===== config.mk =====
export PLATFORM = sky130hd
export DESIGN_NAME = min_length_line_filter_flat
export DESIGN_NICKNAME = d
export VERILOG_FILES = /design/src/hw/rtl/mlf_pkg.sv /design/src/hw/rtl/mlf_ifs.sv /design/src/hw/rtl/min_length_line_filter.sv /design/src/flat_wrapper.sv
export SDC_FILE = /design/constraint.sdc
export NUM_CORES = 1
export LEC_CHECK = 0
export ABC_AREA = 1
export BUFFER_PORTS_ARGS = -buffer_cell sky130_fd_sc_hd__buf_2
export CAP_MARGIN = 0
export CORE_MARGIN = 3
export CORE_UTILIZATION = 40
export CTS_BUF_LIST = sky130_fd_sc_hd__clkbuf_8
export CTS_CLUSTER_DIAMETER = 60
export DETAILED_ROUTE_END_ITERATION = 10
export PLACE_DENSITY = 0.66
export SYNTH_ARGS = -nofsm -noshare
export SYNTH_HDL_FRONTEND = slang
export SYNTH_SLANG_ARGS = --single-unit

===== constraint.sdc =====
create_clock -name clk -period 2.6 [get_ports clk]
set_input_delay 0.26 -clock clk [delete_from_list [all_inputs] [get_ports clk]]
set_output_delay 0.26 -clock clk [all_outputs]
set_load 0.01 [all_outputs]

===== src/hw/rtl/mlf_pkg.sv =====
// shared types and constants of the minimum-length line filter
package mlf_pkg;

	localparam int unsigned BYTE_W = 8;
	localparam int unsigned CFG_W  = 7;

	localparam logic [BYTE_W-1:0] NEWLINE_BYTE = 8'h0A;
	localparam logic [BYTE_W-1:0] NUL_BYTE     = 8'h00;

	localparam logic [CFG_W-1:0] MIN_LEN_RESET = 7'd4;

	typedef enum logic {
		ST_RUN,
		ST_EMIT
	} mlf_state_t;

endpackage


===== src/hw/rtl/mlf_ifs.sv =====
// channel interfaces: input bytes, result bytes, threshold writes

interface mlf_in_if;
	import mlf_pkg::*;
	logic              valid;
	logic              ready;
	logic [BYTE_W-1:0] in_byte;
	logic              end_of_stream;
	modport source(output valid, output in_byte, output end_of_stream, input ready);
	modport sink(input valid, input in_byte, input end_of_stream, output ready);
endinterface

interface mlf_out_if;
	import mlf_pkg::*;
	logic              valid;
	logic              ready;
	logic [BYTE_W-1:0] out_byte;
	logic              last_of_run;
	modport source(output valid, output out_byte, output last_of_run, input ready);
	modport sink(input valid, input out_byte, input last_of_run, output ready);
endinterface

interface mlf_cfg_if;
	import mlf_pkg::*;
	logic             valid;
	logic             ready;
	logic [CFG_W-1:0] min_length;
	modport source(output valid, output min_length, input ready);
	modport sink(input valid, input min_length, output ready);
endinterface


===== src/hw/rtl/min_length_line_filter.sv =====
// minimum-length line filter: top level with segment buffer and burst read-out
//
//  port    | dir | payload                     | request taken when
//  --------+-----+-----------------------------+---------------------------
//  cfg     | in  | min_length                  | cfg.valid && cfg.ready
//  data    | in  | in_byte, end_of_stream      | data.valid && data.ready
//  result  | out | out_byte, last_of_run       | result.valid && result.ready
//
// one input byte per cycle while collecting or passing through, as long as
// the output register drains. reaching the threshold starts a burst of N held
// bytes read from the single-port line store, one per cycle while the output
// drains: input is held off until the burst has been read out. arst_n clears
// control state and sets the threshold to 4; the store needs no clearing. a
// stall on result holds the output register and, through it, the input side.
module min_length_line_filter #(
	parameter int unsigned MAX_LEN = 64
) (
	input  logic      clk,
	input  logic      arst_n,
	mlf_cfg_if.sink   cfg,
	mlf_in_if.sink    data,
	mlf_out_if.source result
);
	import mlf_pkg::*;

	localparam int unsigned AW = (MAX_LEN > 1) ? $clog2(MAX_LEN) : 1;
	localparam int unsigned CW = $clog2(MAX_LEN + 1);

	logic [BYTE_W-1:0] mem [MAX_LEN];

	mlf_state_t state_q, state_d;

	logic [CFG_W-1:0]  min_len_q;
	logic              pass_q;
	logic [CW-1:0]     fill_q;
	logic [CW-1:0]     n_q;
	logic [CW-1:0]     rd_cnt_q;
	logic              rd_valid_s1;
	logic              rd_last_s1;
	logic [BYTE_W-1:0] rd_data_s1;
	logic              out_valid_q;
	logic [BYTE_W-1:0] out_byte_q;
	logic              out_last_q;

	logic [CW-1:0] thr;
	logic [CW-1:0] fill_inc;
	logic          out_free;
	logic          in_acc;
	logic          delim;
	logic          store_en;
	logic          collect_byte;
	logic          burst_go;
	logic          rd_issue;
	logic          mv;
	logic          emit_done;
	logic          direct_vld;
	logic [BYTE_W-1:0] direct_byte;

	// clamp the threshold into 1..MAX_LEN
	always_comb begin
		if (min_len_q == '0) begin
			thr = CW'(1);
		end else if (min_len_q > CFG_W'(MAX_LEN)) begin
			thr = CW'(MAX_LEN);
		end else begin
			thr = CW'(min_len_q);
		end
	end

	assign out_free     = !out_valid_q || result.ready;
	assign in_acc       = data.valid && data.ready;
	assign delim        = (data.in_byte == NEWLINE_BYTE) || (data.in_byte == NUL_BYTE);
	assign store_en     = fill_q < CW'(MAX_LEN);
	assign fill_inc     = store_en ? fill_q + CW'(1) : fill_q;
	assign collect_byte = in_acc && !data.end_of_stream && !pass_q && !delim;
	assign burst_go     = collect_byte && (fill_inc >= thr);

	assign mv        = rd_valid_s1 && out_free;
	assign rd_issue  = (state_q == ST_EMIT) && (rd_cnt_q != n_q) && (!rd_valid_s1 || mv);
	assign emit_done = (state_q == ST_EMIT) && (rd_cnt_q == n_q) && !rd_valid_s1;

	// passthrough answers right away; delimiter and end of stream become a newline
	assign direct_vld  = in_acc && pass_q;
	assign direct_byte = (data.end_of_stream || delim) ? NEWLINE_BYTE : data.in_byte;

	always_comb begin
		state_d = state_q;
		case (state_q)
			ST_RUN: begin
				if (burst_go) begin
					state_d = ST_EMIT;
				end
			end
			ST_EMIT: begin
				if (emit_done) begin
					state_d = ST_RUN;
				end
			end
			default: begin
				state_d = ST_RUN;
			end
		endcase
	end

	always_comb begin
		data.ready = 1'b0;
		case (state_q)
			ST_RUN: begin
				data.ready = out_free;
			end
			ST_EMIT: begin
				data.ready = 1'b0;
			end
			default: begin
				data.ready = 1'b0;
			end
		endcase
	end

	assign cfg.ready          = 1'b1;
	assign result.valid       = out_valid_q;
	assign result.out_byte    = out_byte_q;
	assign result.last_of_run = out_last_q;

	always_ff @(posedge clk or negedge arst_n) begin
		if (!arst_n) begin
			state_q     <= ST_RUN;
			min_len_q   <= MIN_LEN_RESET;
			pass_q      <= 1'b0;
			fill_q      <= '0;
			n_q         <= '0;
			rd_cnt_q    <= '0;
			rd_valid_s1 <= 1'b0;
			out_valid_q <= 1'b0;
		end else begin
			state_q <= state_d;
			if (cfg.valid && cfg.ready) begin
				min_len_q <= cfg.min_length;
			end
			if (in_acc) begin
				if (data.end_of_stream || delim) begin
					pass_q <= 1'b0;
					fill_q <= '0;
				end else if (!pass_q) begin
					fill_q <= burst_go ? '0 : fill_inc;
					if (burst_go) begin
						pass_q <= 1'b1;
					end
				end
			end
			if (burst_go) begin
				n_q      <= fill_inc;
				rd_cnt_q <= '0;
			end else if (rd_issue) begin
				rd_cnt_q <= rd_cnt_q + CW'(1);
			end
			if (rd_issue) begin
				rd_valid_s1 <= 1'b1;
			end else if (mv) begin
				rd_valid_s1 <= 1'b0;
			end
			if (mv || direct_vld) begin
				out_valid_q <= 1'b1;
			end else if (result.ready) begin
				out_valid_q <= 1'b0;
			end
		end
	end

	// line store: write while collecting, read during the burst
	always_ff @(posedge clk) begin
		if (collect_byte && store_en) begin
			mem[fill_q[AW-1:0]] <= data.in_byte;
		end
		if (rd_issue) begin
			rd_data_s1 <= mem[rd_cnt_q[AW-1:0]];
			rd_last_s1 <= (rd_cnt_q == n_q - CW'(1));
		end
	end

	always_ff @(posedge clk) begin
		if (mv) begin
			out_byte_q <= rd_data_s1;
			out_last_q <= rd_last_s1;
		end else if (direct_vld) begin
			out_byte_q <= direct_byte;
			out_last_q <= 1'b1;
		end
	end

endmodule


===== src/flat_wrapper.sv =====
// flat-port wrapper written by rule: the top's interface ports become plain ports
module min_length_line_filter_flat import mlf_pkg::*;
#(
	parameter int unsigned MAX_LEN = 64
)
  (clk, arst_n, cfg_valid, cfg_min_length, cfg_ready, data_valid, data_in_byte, data_end_of_stream, data_ready, result_valid, result_out_byte, result_last_of_run, result_ready);
  mlf_cfg_if cfg_i ();
  mlf_in_if data_i ();
  mlf_out_if result_i ();
  input  logic clk;
  input  logic arst_n;
  input wire logic [$bits(cfg_i.valid)-1:0] cfg_valid;
  input wire logic [$bits(cfg_i.min_length)-1:0] cfg_min_length;
  output wire logic [$bits(cfg_i.ready)-1:0] cfg_ready;
  input wire logic [$bits(data_i.valid)-1:0] data_valid;
  input wire logic [$bits(data_i.in_byte)-1:0] data_in_byte;
  input wire logic [$bits(data_i.end_of_stream)-1:0] data_end_of_stream;
  output wire logic [$bits(data_i.ready)-1:0] data_ready;
  output wire logic [$bits(result_i.valid)-1:0] result_valid;
  output wire logic [$bits(result_i.out_byte)-1:0] result_out_byte;
  output wire logic [$bits(result_i.last_of_run)-1:0] result_last_of_run;
  input wire logic [$bits(result_i.ready)-1:0] result_ready;
  assign cfg_i.valid = cfg_valid;
  assign cfg_i.min_length = cfg_min_length;
  assign cfg_ready = cfg_i.ready;
  assign data_i.valid = data_valid;
  assign data_i.in_byte = data_in_byte;
  assign data_i.end_of_stream = data_end_of_stream;
  assign data_ready = data_i.ready;
  assign result_valid = result_i.valid;
  assign result_out_byte = result_i.out_byte;
  assign result_last_of_run = result_i.last_of_run;
  assign result_i.ready = result_ready;
  min_length_line_filter #(.MAX_LEN(MAX_LEN)) u_core (.clk(clk), .arst_n(arst_n), .cfg(cfg_i), .data(data_i), .result(result_i));
endmodule

==> impl_results.md <==
* Inserted Clock Buffers at 88
* CTS tree: built
* Global-route wire length before repair at 98.84 mm
* Most common library cells after synthesis: nand2_1, edfxtp_1, nand3_1, inv_1, nor2_1
* Netlist cell types at 41
* P&R area growth vs syn at 13.87%
* Switching Fraction at 32.51%
* Final min period at 2.465 ns
* Detailed Route WL at 64.77 mm
* Least-Margin Pin Slew at 1.028 ns
* Clk buf depth at 3
* Worst Path Max Fanout at 14
* Drt pass-1 iters at 5
* Count leader, synth: nand2_1
* DP HPWL at 38.58 mm
* H-tree depth reported by CTS at 3
* Req. time, crit path at 3.11 ns
* Crit end category: flop
* CP arrival at 2.97 ns
* Initial antenna violation count at 0
* Pins Over Slew Limit at 0
* Clk pwr share at 30.6%
* Vias at 17460
* PortBufs at 31
* Psw at 0.007406 W
* Fillers at between 5000 and 6000
* Reg area at 16720 sq um
* Hold Crit Class: primary input to flop
* Post-synthesis sequential area ratio at 67.89%
* Post-synth top area share at approximately 65%
* WL per Instance at 19.12 um
* Unrepaired setup endpoints after global routing: no
* Setup TNS at 0 ns
* Gpl congestion at 0.9293
* Multi-input logic area at 6251 sq um
* Met2 Usage GRT at 31.05%
* Peak VDD IR at 0.5799 mV
* Worst setup SP type: flop
* 1st-iter DRT viols at 1776
* Clock slew at reported path FFs at ~0.06 ns
* Yosys reg bits at 562
* Via count of the first global-routing pass at 16810
* Slew headroom at a little under a third
* Post-layout util at 46.28%
* Power Total at 0.02278 W
* Hold Fails Final Rpt at 0
* CTS root buffer: clkbuf_8
* Number of max-cap violations at 0
* Area contributors post-synth: edfxtp_1, nand2_1, nand3_1
* Die Span Y at 254.1 um
* Number of synthesized flops with an enable pin at 530
* Syn nets at 2415
* Later-pin clock latency in the skew report at 0.68 ns
* PD cells at 812.6 nW/um^2
* Most Crowded Layer GR: met2
* GR Overflow Total at 0
* Dpl cell area at roughly 26000 sq um
* Antenna Cells at 0
* Setup violations, final at 0
* Setup CP Type: flop to flop
* Row Count at 90
* Max Clk Rate at 405.8 MHz
* ANT nets after route at 0
* Ys flop type: edfxtp_1
* YS warnings at 0
* Status: finished clean
* Syn_area_per_cell at 10.33 sq um
* Met1 Use GR at 28.63%
* Largest net degree at the start of global routing at 118
* Die area at 64570 sq um
* Clock skew at 0.03914 ns
* Starting Density at 40.64%
* Die Wd at 254.1 um
* GRT Util Overall at 20.24%
* Leak pwr at roughly 12 nW
* Flop pwr share at 45.4%
* Core area at 60580 sq um
* Ports at 33
* Post-Syn Area at 24620 sq um
* FFs w/ async S/R, synth at 5.694%
* Largest area contributor in the netlist: edfxtp_1
* Drt via density at 5.155
* P_int at ~0.015 W
* Final instance area at 28040 sq um
* Drt drc at 0
* NumNets Final at 2566
* Final worst-path cycle share at 94.79%
* Post-Syn Instances at 2384
* Layout cells sized above 1 at 11.52%
* Comb power frac at 24.0%
* Number of clock sinks at 562
* GR Util met3 at between 3 and 4%
[repair_timing]
item | 4_1_cts | 5_1_grt
hold buffers | 20 | 0
resized for setup | 0 | 5
endpoints found under the setup margin | 0 | 22
hold endpoints to repair | 40 | 0
setup buffers | 0 | 0
[cell families (layout without fill, tap and decap cells)]
logic type               Yosys count  after routing  synth area share, %
adder cells (fa/ha/maj)           10             10               0.5082
other                              1              1              0.01523
multiplexers                       4              4               0.1829
XOR/XNOR                          20             20               0.7114
AO/OA/AOI/OAI                    125            125                2.556
flip-flops                       562            562                67.89
AND/OR/NAND/NOR                 1266           1267                21.28
buffers and inverters            396            616                6.855
[registers in the layout (all words and copies together), names as in the netlist]
| signal | cells |
|---|---|
| u_core.fill_q | 7 |
| u_core.result.valid | 1 |
| u_core.min_len_q | 7 |
| u_core.mem | 512 |
| u_core.rd_valid_s1 | 1 |
| u_core.rd_last_s1 | 1 |
| u_core.n_q | 7 |
| u_core.rd_cnt_q | 7 |
| u_core.result.last_of_run | 1 |
| u_core.result.out_byte | 8 |
| u_core.state_q | 1 |
| u_core.rd_data_s1 | 8 |
| u_core.pass_q | 1 |
[through the flow]
| step | setup slack [ns] | std cells | hold slack, ns |
|---|---|---|---|
| 5_1_grt | 0.008648 | 3387 | 0.09288 |
| 4_1_cts | 0.1041 | 3385 | 0.09485 |
| 3_5_place_dp | 0.1334 | 3205 | 0.3581 |
| 6_report | 0.1354 | 3387 | 0.1376 |
| 3_3_place_gp | 0.2065 | 3205 | 0.3526 |
| 2_1_floorplan | 0.3736 | 2384 | -0.03559 |
[critical path, cell delays in order (launching register included)]
cell and delay (ns):
dfrtp_1 0.44, ha_1 0.24, a31oi_1 0.35, inv_1 0.09, ha_1 0.30, nand2_1 0.06
nor2_1 0.16, nand4_1 0.15, nand3_2 0.19, nand2_4 0.15, nand2_1 0.09, o21ai_0 0.08
[worst paths after layout]
kind	startpoint	end	slack, ns	cells past startpoint
max in group asynchronous	arst_n	u_core.rd_cnt_q[0]	1.85	2
min	data_in_byte[7]	u_core.mem[53][7]	0.14	2
max reg2reg	u_core.fill_q[1]	u_core.n_q[0]	0.14	11
max	u_core.fill_q[1]	u_core.n_q[0]	0.14	11
min reg2reg	u_core.rd_valid_s1	u_core.state_q	0.51	2
min in group asynchronous	arst_n	u_core.rd_cnt_q[2]	0.19	2
[layer usage]
| metal | share of wire, % | vias up |
|---|---|---|
| li1 | - | 8131 |
| met1 | 44 | 8335 |
| met2 | 44 | 842 |
| met3 | 8.4 | 151 |
| met4 | 3.6 | 0 |
| met5 | 0 | - |
[power by group through the flow]
stage                     registers (W)  logic [W]  clock network (W)
after floorplan                  0.0104    0.00368                  0
after global placement           0.0105    0.00530                  0
after detailed placement         0.0105    0.00536                  0
after CTS                        0.0103    0.00541            0.00708
after global routing             0.0104    0.00607            0.00750
final                            0.0103    0.00547            0.00697
[layout by cell type (no fill, tap or decap), types with 2 or more instances in the layout]
cell,count
a21oi_1,23
and2_1,2
buf_12,11
buf_2,32
buf_4,108
bufinv_16,3
clkbuf_8,91
clkinv_1,36
clkinv_2,11
clkinvlp_4,3
dfrtp_1,29
dfrtp_4,2
dlygate4sd3_1,20
edfxtp_1,530
ha_1,10
inv_1,294
inv_2,5
mux2_2,4
nand2_1,718
nand2_2,7
nand2_4,2
nand3_1,274
nand3_2,2
nand3b_1,4
nand4_1,2
nor2_1,218
nor2_2,2
nor3_1,21
o21ai_0,88
o21ai_1,12
or2_2,9
xnor2_1,7
xor2_1,12
[cell type report]
cell class,count,area share (%)
Timing Repair Buffer,171,4.962
Multi-Input combinational cell,1427,22.29
Tap cell,782,3.490
Clock inverter,69,1.294
Clock buffer,91,4.467
Inverter,285,3.842
Sequential cell,562,59.65
No activity file was read; power rests on OpenSTA's default activity.
